File: src/hdl/ihex_pkg.sv
// Shared types, codes and helpers for the HEX record parser.
// No dependencies; every other file of the block uses it.
`timescale 1ns / 1ps

package ihex_pkg;

  localparam int unsigned LineLimitDefault = 599;

  localparam logic [7:0] CharColon   = 8'h3A;
  localparam logic [7:0] CharNewline = 8'h0A;

  localparam logic [7:0] RecData = 8'h00;
  localparam logic [7:0] RecEof  = 8'h01;
  localparam logic [7:0] RecExt  = 8'h04;

  typedef enum logic [1:0] {
    KIND_DATA  = 2'd0,
    KIND_DONE  = 2'd1,
    KIND_ERROR = 2'd2
  } kind_e;

  typedef enum logic [2:0] {
    ERR_SHORT   = 3'd0,
    ERR_HEADER  = 3'd1,
    ERR_DATA    = 3'd2,
    ERR_EXT     = 3'd3,
    ERR_NO_DATA = 3'd4
  } err_e;

  typedef struct packed {
    logic [7:0] ch;
    logic       end_mark;
  } in_item_t;

  typedef struct packed {
    logic [1:0]  kind;
    logic [31:0] byte_address;
    logic [7:0]  data_byte;
    logic [2:0]  error_code;
    logic [31:0] min_addr;
    logic [31:0] max_addr;
  } out_item_t;

  // status from the parser core to the top level
  typedef struct packed {
    logic stopped;
  } core_stat_t;

  // bit 4 set marks a character that is not a hex digit
  function automatic logic [4:0] hex_value(input logic [7:0] c);
    logic [4:0] v;
    v = 5'h10;
    if (c >= 8'h30 && c <= 8'h39) v = {1'b0, c[3:0]};
    else if ((c >= 8'h41 && c <= 8'h46) || (c >= 8'h61 && c <= 8'h66))
      v = {1'b0, c[3:0] + 4'd9};
    return v;
  endfunction

endpackage

File: src/hdl/ihex_in_stage.sv
// Input register of the HEX record parser.
// Depends on ihex_pkg.
`timescale 1ns / 1ps

module ihex_in_stage (
  input  logic              clk_i,
  input  logic              rst_ni,
  input  logic              in_valid_i,
  output logic              in_ready_o,
  input  ihex_pkg::in_item_t in_data_i,
  input  logic              take_i,
  output logic              valid_o,
  output ihex_pkg::in_item_t data_o
);

  logic               valid_q;
  logic               valid_d;
  ihex_pkg::in_item_t data_q;

  assign in_ready_o = !valid_q || take_i;
  assign valid_d    = in_ready_o ? in_valid_i : valid_q;

  always_ff @(posedge clk_i or negedge rst_ni) begin
    if (!rst_ni) begin
      valid_q <= 1'b0;
    end else begin
      valid_q <= valid_d;
    end
  end

  always_ff @(posedge clk_i) begin
    if (in_valid_i && in_ready_o) begin
      data_q <= in_data_i;
    end
  end

  assign valid_o = valid_q;
  assign data_o  = data_q;

endmodule

File: src/hdl/ihex_core.sv
// Parser state and per-character decode of the HEX record parser.
// Depends on ihex_pkg.
`timescale 1ns / 1ps

module ihex_core #(
  parameter int unsigned LINE_LIMIT = ihex_pkg::LineLimitDefault,
  localparam int unsigned LpW = $clog2(LINE_LIMIT + 1)
) (
  input  logic                clk_i,
  input  logic                rst_ni,
  input  logic                fire_i,
  input  ihex_pkg::in_item_t  item_i,
  output logic                emit_o,
  output ihex_pkg::out_item_t result_o,
  output ihex_pkg::core_stat_t stat_o,
  output logic [LpW-1:0]      line_pos_o
);

  localparam logic [LpW-1:0] PosLimit = LpW'(LINE_LIMIT);
  localparam logic [LpW-1:0] MinLine  = LpW'(11);

  logic [LpW-1:0] lp_q, lp_d;
  logic [4:0]     hold_q, hold_d;
  logic [7:0]     count_q, count_d;
  logic [15:0]    offset_q, offset_d;
  logic [7:0]     rkind_q, rkind_d;
  logic           hbad_q, hbad_d;
  logic [7:0]     idx_q, idx_d;
  logic [7:0]     ext_q, ext_d;
  logic [15:0]    upper_q, upper_d;
  logic [31:0]    base_q, base_d;
  logic [31:0]    low_q, low_d;
  logic [31:0]    high_q, high_d;
  logic           saw_q, saw_d;
  logic           stop_q, stop_d;

  function automatic logic pending(input logic [7:0] k, input logic [7:0] n,
                                   input logic [7:0] i);
    logic r;
    r = 1'b0;
    if (k == ihex_pkg::RecData) r = (i < n);
    else if (k == ihex_pkg::RecExt) r = (i < 8'd2);
    return r;
  endfunction

  always_comb begin
    logic [4:0]     v;
    logic [3:0]     vv;
    logic [LpW-1:0] p;
    logic [LpW-1:0] pn;
    logic           do_fail;
    ihex_pkg::err_e fcode;
    logic           do_finish;
    logic           do_data;
    logic           done_rec;
    logic           complete;
    logic [7:0]     b;
    logic [31:0]    daddr;
    logic [31:0]    rend;

    lp_d = lp_q; hold_d = hold_q; count_d = count_q; offset_d = offset_q;
    rkind_d = rkind_q; hbad_d = hbad_q; idx_d = idx_q; ext_d = ext_q;
    upper_d = upper_q; base_d = base_q; low_d = low_q; high_d = high_q;
    saw_d = saw_q; stop_d = stop_q;

    v         = ihex_pkg::hex_value(item_i.ch);
    vv        = v[4] ? 4'd0 : v[3:0];
    p         = lp_q;
    pn        = lp_q + LpW'(1);
    do_fail   = 1'b0;
    fcode     = ihex_pkg::ERR_SHORT;
    do_finish = 1'b0;
    do_data   = 1'b0;
    done_rec  = 1'b0;
    complete  = 1'b0;
    b         = {hold_q[3:0], v[3:0]};
    daddr     = base_q + {24'd0, idx_q};
    rend      = base_q + {24'd0, count_q};

    emit_o   = 1'b0;
    result_o = '0;

    if (fire_i && !stop_q) begin
      if (item_i.end_mark) begin
        lp_d = '0;
        if (lp_q != '0 && lp_q < MinLine) begin
          do_fail = 1'b1;
        end else if (lp_q != '0 && pending(rkind_q, count_q, idx_q)) begin
          do_fail = 1'b1;
          fcode   = (rkind_q == ihex_pkg::RecExt) ? ihex_pkg::ERR_EXT : ihex_pkg::ERR_DATA;
        end else begin
          do_finish = 1'b1;
        end
      end else begin
        if (p == '0) begin
          if (item_i.ch != ihex_pkg::CharColon) begin
            do_fail = 1'b1;
          end else begin
            count_d = '0; offset_d = '0; rkind_d = '0;
            hbad_d = 1'b0; idx_d = '0; hold_d = '0;
          end
        end else if (p <= LpW'(8)) begin
          hbad_d = hbad_q | v[4];
          if (p <= LpW'(2)) count_d = {count_q[3:0], vv};
          else if (p <= LpW'(6)) offset_d = {offset_q[11:0], vv};
          else rkind_d = {rkind_q[3:0], vv};
        end else begin
          // record base is settled once the header is in
          if (p == LpW'(9)) base_d = {upper_q, offset_q};
          if (p == LpW'(10)) begin
            if (hbad_q) begin
              do_fail = 1'b1;
              fcode   = ihex_pkg::ERR_HEADER;
            end else if (rkind_q == ihex_pkg::RecEof) begin
              do_finish = 1'b1;
            end else if (rkind_q == ihex_pkg::RecExt && count_q != 8'd2) begin
              do_fail = 1'b1;
              fcode   = ihex_pkg::ERR_EXT;
            end else if (rkind_q == ihex_pkg::RecData && count_q == 8'd0) begin
              complete = 1'b1;
              done_rec = 1'b1;
            end
          end
          if (!do_fail && !do_finish && !done_rec && pending(rkind_q, count_q, idx_q)) begin
            if (p[0]) begin
              hold_d = v;
            end else if (v[4] || hold_q[4]) begin
              do_fail = 1'b1;
              fcode   = (rkind_q == ihex_pkg::RecExt) ? ihex_pkg::ERR_EXT : ihex_pkg::ERR_DATA;
            end else if (rkind_q == ihex_pkg::RecExt) begin
              if (idx_q == 8'd0) ext_d = b;
              else upper_d = {ext_q, b};
              idx_d = idx_q + 8'd1;
            end else begin
              idx_d   = idx_q + 8'd1;
              do_data = 1'b1;
              if (idx_d == count_q) complete = 1'b1;
            end
          end
        end

        // line end: newline or length cut
        if (!do_fail && !do_finish) begin
          lp_d = pn;
          if (item_i.ch == ihex_pkg::CharNewline || pn >= PosLimit) begin
            lp_d = '0;
            if (!do_data) begin
              if (pn < MinLine) begin
                do_fail = 1'b1;
              end else if (pending(rkind_d, count_d, idx_d)) begin
                do_fail = 1'b1;
                fcode   = (rkind_d == ihex_pkg::RecExt) ? ihex_pkg::ERR_EXT : ihex_pkg::ERR_DATA;
              end
            end
          end
        end
      end

      if (complete) begin
        if (base_q < low_q) low_d = base_q;
        if (rend > high_q) high_d = rend;
        saw_d = 1'b1;
      end

      if (do_fail || (do_finish && !saw_q)) begin
        stop_d              = 1'b1;
        emit_o              = 1'b1;
        result_o.kind       = ihex_pkg::KIND_ERROR;
        result_o.error_code = do_fail ? fcode : ihex_pkg::ERR_NO_DATA;
      end else if (do_finish) begin
        stop_d            = 1'b1;
        emit_o            = 1'b1;
        result_o.kind     = ihex_pkg::KIND_DONE;
        result_o.min_addr = low_q;
        result_o.max_addr = high_q;
      end else if (do_data) begin
        emit_o                = 1'b1;
        result_o.kind         = ihex_pkg::KIND_DATA;
        result_o.byte_address = daddr;
        result_o.data_byte    = b;
      end
    end
  end

  always_ff @(posedge clk_i or negedge rst_ni) begin
    if (!rst_ni) begin
      lp_q     <= '0;
      hold_q   <= '0;
      count_q  <= '0;
      offset_q <= '0;
      rkind_q  <= '0;
      hbad_q   <= 1'b0;
      idx_q    <= '0;
      ext_q    <= '0;
      upper_q  <= '0;
      base_q   <= '0;
      low_q    <= '1;
      high_q   <= '0;
      saw_q    <= 1'b0;
      stop_q   <= 1'b0;
    end else begin
      lp_q     <= lp_d;
      hold_q   <= hold_d;
      count_q  <= count_d;
      offset_q <= offset_d;
      rkind_q  <= rkind_d;
      hbad_q   <= hbad_d;
      idx_q    <= idx_d;
      ext_q    <= ext_d;
      upper_q  <= upper_d;
      base_q   <= base_d;
      low_q    <= low_d;
      high_q   <= high_d;
      saw_q    <= saw_d;
      stop_q   <= stop_d;
    end
  end

  assign stat_o.stopped = stop_q;
  assign line_pos_o     = lp_q;

endmodule

File: src/hdl/ihex_out_stage.sv
// Result register of the HEX record parser.
// Depends on ihex_pkg.
`timescale 1ns / 1ps

module ihex_out_stage (
  input  logic                clk_i,
  input  logic                rst_ni,
  input  logic                fire_i,
  input  logic                emit_i,
  input  ihex_pkg::out_item_t result_i,
  output logic                space_o,
  output logic                out_valid_o,
  input  logic                out_ready_i,
  output ihex_pkg::out_item_t out_data_o
);

  logic                valid_q, valid_d;
  ihex_pkg::out_item_t data_q;

  assign space_o = !valid_q || out_ready_i;

  always_comb begin
    valid_d = valid_q;
    if (out_ready_i) valid_d = 1'b0;
    if (fire_i) valid_d = emit_i;
  end

  always_ff @(posedge clk_i or negedge rst_ni) begin
    if (!rst_ni) begin
      valid_q <= 1'b0;
    end else begin
      valid_q <= valid_d;
    end
  end

  always_ff @(posedge clk_i) begin
    if (fire_i && emit_i) begin
      data_q <= result_i;
    end
  end

  assign out_valid_o = valid_q;
  assign out_data_o  = data_q;

endmodule

File: src/hdl/intel_hex_record_parser_top.sv
// Top level of the HEX record parser: input register, parser core, result register.
// Depends on ihex_pkg, ihex_in_stage, ihex_core and ihex_out_stage.
// Each character is held in the input register, and its result is registered in the result register.
// Throughput: one character per cycle while out_ready_i stays high; a result left waiting
// in the result register holds up the input until it is taken.
// Reset (rst_ni low, asynchronous): both stages empty, parser at the start of a line,
// lowest mark all ones, all other parser state zero; no clearing pass afterwards.
`timescale 1ns / 1ps

module intel_hex_record_parser_top #(
  parameter int unsigned LINE_LIMIT = ihex_pkg::LineLimitDefault
) (
  input  logic                clk_i,
  input  logic                rst_ni,
  input  logic                in_valid_i,
  output logic                in_ready_o,
  input  ihex_pkg::in_item_t  in_data_i,
  output logic                out_valid_o,
  input  logic                out_ready_i,
  output ihex_pkg::out_item_t out_data_o
);

  localparam int unsigned LpW = $clog2(LINE_LIMIT + 1);

  // held character transaction
  logic               held_valid;
  ihex_pkg::in_item_t held_item;

  // a held character is consumed when the result register can take its result;
  // characters that cause no result are consumed the same way and leave nothing behind
  logic fire;
  logic space;

  logic                 emit;
  ihex_pkg::out_item_t  result;
  ihex_pkg::core_stat_t stat;
  logic [LpW-1:0]       line_pos;

  assign fire = held_valid && space;

  ihex_in_stage u_in (
    .clk_i      (clk_i),
    .rst_ni     (rst_ni),
    .in_valid_i (in_valid_i),
    .in_ready_o (in_ready_o),
    .in_data_i  (in_data_i),
    .take_i     (fire),
    .valid_o    (held_valid),
    .data_o     (held_item)
  );

  ihex_core #(
    .LINE_LIMIT (LINE_LIMIT)
  ) u_core (
    .clk_i      (clk_i),
    .rst_ni     (rst_ni),
    .fire_i     (fire),
    .item_i     (held_item),
    .emit_o     (emit),
    .result_o   (result),
    .stat_o     (stat),
    .line_pos_o (line_pos)
  );

  // the result register frees itself in the cycle its transaction is taken,
  // so the parser runs at full rate while out_ready_i is high; any stall with a
  // result waiting holds the parser for as long as it lasts
  ihex_out_stage u_out (
    .clk_i       (clk_i),
    .rst_ni      (rst_ni),
    .fire_i      (fire),
    .emit_i      (emit),
    .result_i    (result),
    .space_o     (space),
    .out_valid_o (out_valid_o),
    .out_ready_i (out_ready_i),
    .out_data_o  (out_data_o)
  );

`ifndef ASSERT_OFF
  // a finish or error result leaves the parser stopped
  a_final_stops: assert property (@(posedge clk_i) disable iff (!rst_ni)
    (out_valid_o && out_data_o.kind != ihex_pkg::KIND_DATA) |-> stat.stopped)
    else $error("final result without stopped parser");

  // once stopped, nothing more is produced
  a_quiet_stopped: assert property (@(posedge clk_i) disable iff (!rst_ni)
    stat.stopped |-> !emit)
    else $error("result produced after stop");

  // the line counter never reaches the cut length
  a_line_bound: assert property (@(posedge clk_i) disable iff (!rst_ni)
    line_pos < LpW'(LINE_LIMIT))
    else $error("line position out of range");

  // a stopped parser is always back at a line start or frozen mid-line, never advancing
  a_pos_frozen: assert property (@(posedge clk_i) disable iff (!rst_ni)
    (stat.stopped && $past(stat.stopped)) |-> $stable(line_pos))
    else $error("line position moved after stop");
`endif

endmodule
File: config.mk
export PLATFORM = sky130hd
export DESIGN_NAME = intel_hex_record_parser_top
export DESIGN_NICKNAME = d
export VERILOG_FILES = /design/src/hdl/ihex_pkg.sv /design/src/hdl/ihex_in_stage.sv /design/src/hdl/ihex_core.sv /design/src/hdl/ihex_out_stage.sv /design/src/hdl/intel_hex_record_parser_top.sv
export SDC_FILE = /design/constraint.sdc
export NUM_CORES = 1
export LEC_CHECK = 0
export BUFFER_PORTS_ARGS = -buffer_cell sky130_fd_sc_hd__buf_2
export CAP_MARGIN = 20
export CELL_PAD_IN_SITES_DETAIL_PLACEMENT = 0
export CELL_PAD_IN_SITES_GLOBAL_PLACEMENT = 1
export CORE_ASPECT_RATIO = 0.8
export CORE_UTILIZATION = 38
export CTS_CLUSTER_DIAMETER = 150
export CTS_CLUSTER_SIZE = 8
export DETAILED_ROUTE_END_ITERATION = 16
export PLACE_DENSITY_LB_ADDON = 0.1
export SLEW_MARGIN = 20
export SYNTH_ARGS = -nofsm -noshare
export SYNTH_HDL_FRONTEND = slang
export SYNTH_SLANG_ARGS = --single-unit
File: constraint.sdc
create_clock -name clk_i -period 7.5 [get_ports clk_i]
set_input_delay 0.75 -clock clk_i [delete_from_list [all_inputs] [get_ports clk_i]]
set_output_delay 0.75 -clock clk_i [all_outputs]
set_load 0.01 [all_outputs]
==> results of run 1 <==
-- kinds of logic after synthesis --
group	count (synthesis)	share of synthesized area, %
AOI/OAI and AO/OA	273	10.5
DFF	298	49.5
xor gates and xnor gates	61	3.27
muxes	121	8.97
and+or+nand+nor	481	15.2
adders and majority gates	106	8.21
buffers and inverters	170	4.34
-- state kept, by name, indices dropped and copies added (netlist names) --
| signal | count |
|---|---|
| u_core.rkind_q | 8 |
| u_core.ext_q | 8 |
| u_core.hbad_q | 1 |
| u_core.stat_o | 1 |
| u_core.hold_q | 5 |
| u_core.upper_q | 16 |
| u_out.out_data_o | 109 |
| u_core.count_q | 8 |
| u_core.base_q | 32 |
| u_core.offset_q | 16 |
| u_core.line_pos_o | 10 |
| u_core.high_q | 32 |
| u_in.data_o | 9 |
| u_core.low_q | 32 |
| u_in.valid_o | 1 |
| u_core.idx_q | 8 |
| u_core.saw_q | 1 |
| u_out.out_valid_o | 1 |
-- worst paths after layout --
check	start	endpoint	slack, ns	cells after the start
worst max-delay path	u_core.count_q[1]	u_core.high_q[13]	1.25	23
worst min-delay path	rst_ni	u_core.line_pos_o[5]	0.22	1
worst max register to register	u_core.count_q[1]	u_core.high_q[13]	1.25	23
worst min register to register	u_core.ext_q[0]	u_core.ext_q[0]	0.48	2
max in group asynchronous	rst_ni	u_core.offset_q[5]	5.97	2
min in group clk_i	in_data_i[8]	u_in.data_o[8]	0.38	1
-- report_power, final --
part / internal, mW / total (mW) / switching [mW] / leakage, nW
combinational: 0.0727 / 0.233 / 0.160 / 3.94
clock: 1.12 / 1.86 / 0.740 / 0.607
sequential: 1.76 / 1.78 / 0.0246 / 3.53
total: 2.95 / 3.87 / 0.925 / 8.08
-- Yosys cell counts, types with 4 or more instances --
library cell | instances | area share, %
o21ai_1 | 4 | 0.12
a21o_1 | 32 | 1.5
nand2b_1 | 19 | 0.73
nand2_1 | 113 | 2.6
a31oi_1 | 7 | 0.27
inv_1 | 95 | 2.2
nand3b_1 | 6 | 0.28
nand4_1 | 24 | 0.92
xor2_1 | 32 | 1.7
edfxtp_1 | 118 | 22
o22ai_1 | 6 | 0.23
clkbuf_1 | 54 | 1.2
xnor2_1 | 29 | 1.6
mux2_2 | 87 | 6.0
a21oi_1 | 56 | 1.7
nand3_1 | 33 | 1.0
nor3_2 | 4 | 0.25
ha_1 | 104 | 8.0
or3_1 | 16 | 0.61
buf_2 | 7 | 0.21
a211oi_1 | 5 | 0.23
nor2_1 | 93 | 2.1
nor3b_1 | 5 | 0.23
o21bai_1 | 6 | 0.28
a22oi_1 | 16 | 0.74
o21ai_0 | 89 | 2.7
dfstp_2 | 32 | 5.1
and2_1 | 15 | 0.57
mux2_4 | 29 | 2.7
nor2b_1 | 15 | 0.57
o211ai_1 | 7 | 0.32
nor3_1 | 84 | 2.6
nor4_1 | 7 | 0.27
and3_1 | 20 | 0.77
o31ai_1 | 13 | 0.60
a22o_1 | 4 | 0.21
mux2i_1 | 5 | 0.31
o21a_1 | 4 | 0.18
buf_1 | 7 | 0.16
dfrtp_1 | 148 | 23
-- worst max-delay path: stages, from the launching register on --
cell and delay, ns:
dfrtp_1 0.56, ha_1 0.31, a21o_1 0.15, a21oi_1 0.23, o21bai_1 0.09, a21oi_1 0.23, o21bai_1 0.12, a21o_1 0.20
a21oi_1 0.39, nand2b_1 0.18, xnor2_1 0.15, ha_1 0.28, a21o_1 0.16, a21o_1 0.17, a21o_1 0.16, a21o_1 0.17
a21o_1 0.19, a21o_1 0.17, a221o_1 0.39, a221o_1 0.33, a221oi_1 0.58, a311oi_4 0.27, buf_4 0.33, mux2_2 0.30
-- metal layers --
layer	track usage (%)	share of wire (%)
met1	32.7	51
met3	3.08	4.4
met2	30.6	42
met4	5.34	2.1
met5	0	0
-- final cells by class --
type	count	share of cell area, %
flip-flops and latches	298	43.1
multi-input cells	1042	40.4
clock buffers	78	6.65
repair buffers	142	4.16
well taps	552	3.68
inverters	96	1.92
clock inverters	2	0.153
diodes	2	0.0266
-- per-stage QoR --
stage,area (um2),power (mW),setup WS [ns]
5_1_grt,18800,4.02,0.796
2_1_floorplan,16300,1.93,0.913
4_1_cts,18800,3.93,1.26
6_report,18800,3.87,1.25
3_5_place_dp,17500,2.04,1.31
3_3_place_gp,17500,2.04,1.36
==> metrics.yaml, run 1 <==
run_status:
  status: "completed"
yosys:
  ys_types: 84
  yosys_warnings: 0
  synth-edff-count: 118
  syn_avg_cell_area_um2: 10.8
  ys_seq_area_share_pct: 49.5
  synth-async-reset-ratio_pct: 60.4
  ys_ff_latch: 298
  synth-main-ff-cell: "dfrtp_1"
  syn_area_mm2: 0.0163
  synth_nets: 1629
  synthCells: 1510
global_routing:
  grt_pass1_wl_mm: 71.1
  grt-ovfl-total: 0
  antenna_found_initial: 0
  grt_max_degree: 83
  grt_use_total_pct: 21.2
  first_global_vias: 11855
critical_path:
  end_kind: "flip-flop"
  crit_fanout: 17
  start_kind: "flip-flop"
  cp.arrival_ns: 6.67
  worst_ep_required_time_ns: 7.92
  crit_type: "flip-flop to flip-flop"
placed_design:
  placed_cells: 2130
  portBuffers: 123
  gp_routability_congestion: 0.887
  hpwl_mm: 32.1
cts:
  path_clk_slew_ns: 0.05
  cts_tree: "yes"
  clock_latency_ns: 0.55
  htree_levels: 2
  cts_max_path_buffers: 3
  post_cts_buffers: 0
  cts_hold_buf: 0
  cts_sinks: 298
  cts_resized: 0
  numCtsBuffers: 43
  clockRootBuffer: "clkbuf_16"
finish:
  nFillCells: 4014
  multi_input_area_mm2: 0.00758
  syn_to_final_growth_pct: 15.0
  finalNetCount: 1742
  layout_commonest_cell: "dfrtp_1"
  fin_util_pct: 44.5
  final_cell_count_no_fill: 2212
  drive_gt1_share_pct: 22.3
  regArea_mm2: 0.00809
  final_cell_mix: "dfrtp_1 (148), buf_2 (122), edfxtp_1 (118)"
die:
  die_area_mm2: 0.0438
  design.core.area_mm2: 0.0422
  start_util_pct: 38.7
  die_x_um: 234
  std_cell_rows: 67
  die_h_um: 187
  io_pins: 124
route:
  drc: 0
  finalWirelength_mm: 45.1
  vias: 11862
  drt_iter0_drc: 854
  wl_per_cell_um: 20.4
  via_per_inst: 5.36
  first_pass_iters: 7
  detail-route-antenna-nets: 0
timing:
  worst_pin_slew_ns: 1.01
  slew_headroom_pct: 32.4
  final_max_slew_viol_count: 0
  skew_ns: 0.0222
  period_share_pct: 83.4
  grt_setup_unrepaired: "false"
  setup_viol: 0
  final_hold_viol_count: 0
  period_minus_slack_ns: 6.25
  tns_ns: 0
  clock.fmax_ghz: 0.160
  fin_hold_ws_ns: 0.224
power:
  p_leak_nw: 8.08
  ir_worst_vdd_mv: 0.150
  powerDensity_mw_per_mm2: 206
min_path:
  hold_class: "input pin to async pin"
run:
  cap_violations: 0
No activity file was read; power rests on OpenSTA's default activity.
==> inputs of run 2 (changes only) <==
==> constraint.sdc (replaced) <==
create_clock -name clk_i -period 6.2 [get_ports clk_i]
set_input_delay 0.62 -clock clk_i [delete_from_list [all_inputs] [get_ports clk_i]]
set_output_delay 0.62 -clock clk_i [all_outputs]
set_load 0.01 [all_outputs]
==> run 2 against run 1 <==
Compared with the run above: via count rose by 0.88%; core utilization rose by 0.41 points; register-to-register slack worse by 0.83 ns; fmax increased by 8.2%; setup slack worse by 0.83 ns; largest cell class unchanged; count of clock-buffer cells in the layout shrank 1; non-clock buffer count grew 21; first-iteration DRC count fell by 2.5%; flip-flop and latch count unchanged.
==> metrics.yaml, run 2 (same netlist as run 1, synthesis figures left out) <==
critical_path:
  cp-startpoint: "u_core.count_q[0]"
  crit_type: "flip-flop to flip-flop"
  r2r-end: "u_core.high_q[27]"
  crit_fanout: 17  # unchanged
  rrSetupSlack_ns: 0.42  # -0.83 ns
  worst_ep_required_time_ns: 6.62  # -1.30 ns
  end_kind: "flip-flop"
  cp.arrival_ns: 6.20  # -0.47 ns
  worstReg2RegStart: "u_core.count_q[0]"
  ff2ff_path_depth: 23  # unchanged
  start_kind: "flip-flop"
global_routing:
  grtUsageMet2_pct: 30.5  # -0.13 points
  grt_max_degree: 94  # +13%
  gr-usage-met1_pct: 32.8  # +0.099 points
  grt_pass1_wl_mm: 71.7  # +0.77%
  first_global_vias: 11929  # +0.62%
  grt_use_total_pct: 21.2  # about the same
  grt-ovfl-total: 0  # unchanged
  gr-max-usage-layer: "met1"
  met3_usage_pct: 3.05  # -0.030 points
  antenna_found_initial: 1  # +1
cts:
  clockRootBuffer: "clkbuf_16"
  numCtsBuffers: 43  # unchanged
  path_clk_slew_ns: 0.05  # about the same
  htree_levels: 2  # unchanged
  clock_latency_ns: 0.55  # about the same
  cts_sinks: 298  # unchanged
  cts_max_path_buffers: 3  # unchanged
  cts_hold_buf: 0  # unchanged
  cts_tree: "yes"
power:
  ir_worst_vdd_mv: 0.174  # +16%
  p_leak_nw: 8.18  # +1.2%
  totalPowerFinal_mw: 4.66  # +20%
  powerDensity_mw_per_mm2: 246  # +19%
timing:
  worst_pin_slew_ns: 0.968  # -0.0464 ns
  period_minus_slack_ns: 5.78  # -0.474 ns
  setup_viol: 0  # unchanged
  period_share_pct: 93.2  # +9.8 points
  clock.fmax_ghz: 0.173  # +8.2%
  post-route-worst-setup-slack_ns: 0.420  # -0.826 ns
  fin_hold_ws_ns: 0.172  # -0.0518 ns
  skew_ns: 0.0221  # -0.000107 ns
  grt_setup_unrepaired: "false"
  tns_ns: 0  # unchanged
  final_hold_viol_count: 0  # unchanged
  slew_headroom_pct: 35.2  # +2.8 points
  final_max_slew_viol_count: 0  # unchanged
route:
  first_pass_iters: 7  # unchanged
  via_per_inst: 5.36  # about the same
  drc: 0  # unchanged
  finalWirelength_mm: 45.4  # +0.62%
  wl_per_cell_um: 20.3  # -0.24%
  drt_iter0_drc: 833  # -2.5%
  vias: 11966  # +0.88%
  detail-route-antenna-nets: 0  # unchanged
placed_design:
  gp_routability_congestion: 0.876  # -1.3%
  dpl_worst_slack_ns: 0.370  # -0.935 ns
  portBuffers: 123  # unchanged
  hpwl_mm: 32.6  # +1.7%
finish:
  final_cell_mix: "dfrtp_1 (148), buf_2 (122), edfxtp_1 (118)"
  n_antenna_cell: 0  # -2
  fin_util_pct: 45.0  # +0.41 points
  layout_commonest_cell: "dfrtp_1"
  drive_gt1_share_pct: 23.3  # +1.0 points
  largest_reg_flops: 109  # unchanged
  finalNetCount: 1763  # +1.2%
  nFillCells: 4035  # +0.52%
  syn_to_final_growth_pct: 16.1
die:
  die_x_um: 234  # unchanged
  die_area_mm2: 0.0438  # unchanged
  die_h_um: 187  # unchanged
  std_cell_rows: 67  # unchanged
  io_pins: 124  # unchanged
  start_util_pct: 38.7  # unchanged
  design.core.area_mm2: 0.0422  # unchanged
min_path:
  hold_class: "input pin to async pin"
run_status:
  status: "completed"
run:
  cap_violations: 0  # unchanged
[run 2: power breakdown]
group	internal, mW	switching [mW]	total [mW]
logic	0.0976	0.199	0.296
clock network	1.33	0.883	2.21
registers	2.12	0.0298	2.15
[run 2: how the worst max path moves through the flow]
stage | endpoint | cells past startpoint
floorplan | u_out.out_data_o[0] | 17
global placement | u_core.high_q[25] | 23
global route | u_core.high_q[22] | 23
CTS | u_core.high_q[29] | 23
detailed placement | u_core.high_q[29] | 23
finish | u_core.high_q[27] | 23
[run 2: routing by layer]
layer / wire length [um] / part of all wire [%]
met1: 23100 / 51
met2: 19100 / 42
met3: 2180 / 4.8
met4: 973 / 2.1
met5: 0 / 0
[run 2: final cells by class]
type / count / area [um2] / share of cell area, %
Clock inverter: 3 / 33.8 / 0.178
Sequential cell: 298 / 8090 / 42.7
Multi-Input combinational cell: 1042 / 7580 / 40.0
Tap cell: 552 / 691 / 3.64
Timing Repair Buffer: 163 / 976 / 5.15
Inverter: 96 / 360 / 1.90
Clock buffer: 77 / 1220 / 6.46
[run 2: timing repair]
action                     4_1_cts  5_1_grt
gates resized for setup          0        1
setup endpoints to repair        0       17
setup buffers                    0        0
[run 2: per-stage QoR]
stage / std cells / instance area, um2
finish: 2231 / 19000
global route: 2231 / 19000
CTS: 2231 / 19000
detailed placement: 2151 / 17700
global placement: 2150 / 17700
floorplan: 1510 / 16300
[run 2: critical path, stage by stage (launching register included)]
cell      delay, ns
dfrtp_1        0.49
ha_1           0.26
fa_1           0.40
a21o_1         0.19
a21oi_1        0.22
o21bai_1       0.09
a21oi_1        0.25
o21bai_1       0.13
a21oi_2        0.27
nor2_1         0.10
xor2_1         0.16
ha_1           0.31
a21o_1         0.16
a21o_1         0.16
a21o_1         0.16
a21o_1         0.18
a21o_1         0.17
a221o_1        0.39
a221o_1        0.33
a221oi_1       0.35
buf_4          0.20
a311oi_4       0.07
buf_4          0.29
mux2_2         0.30
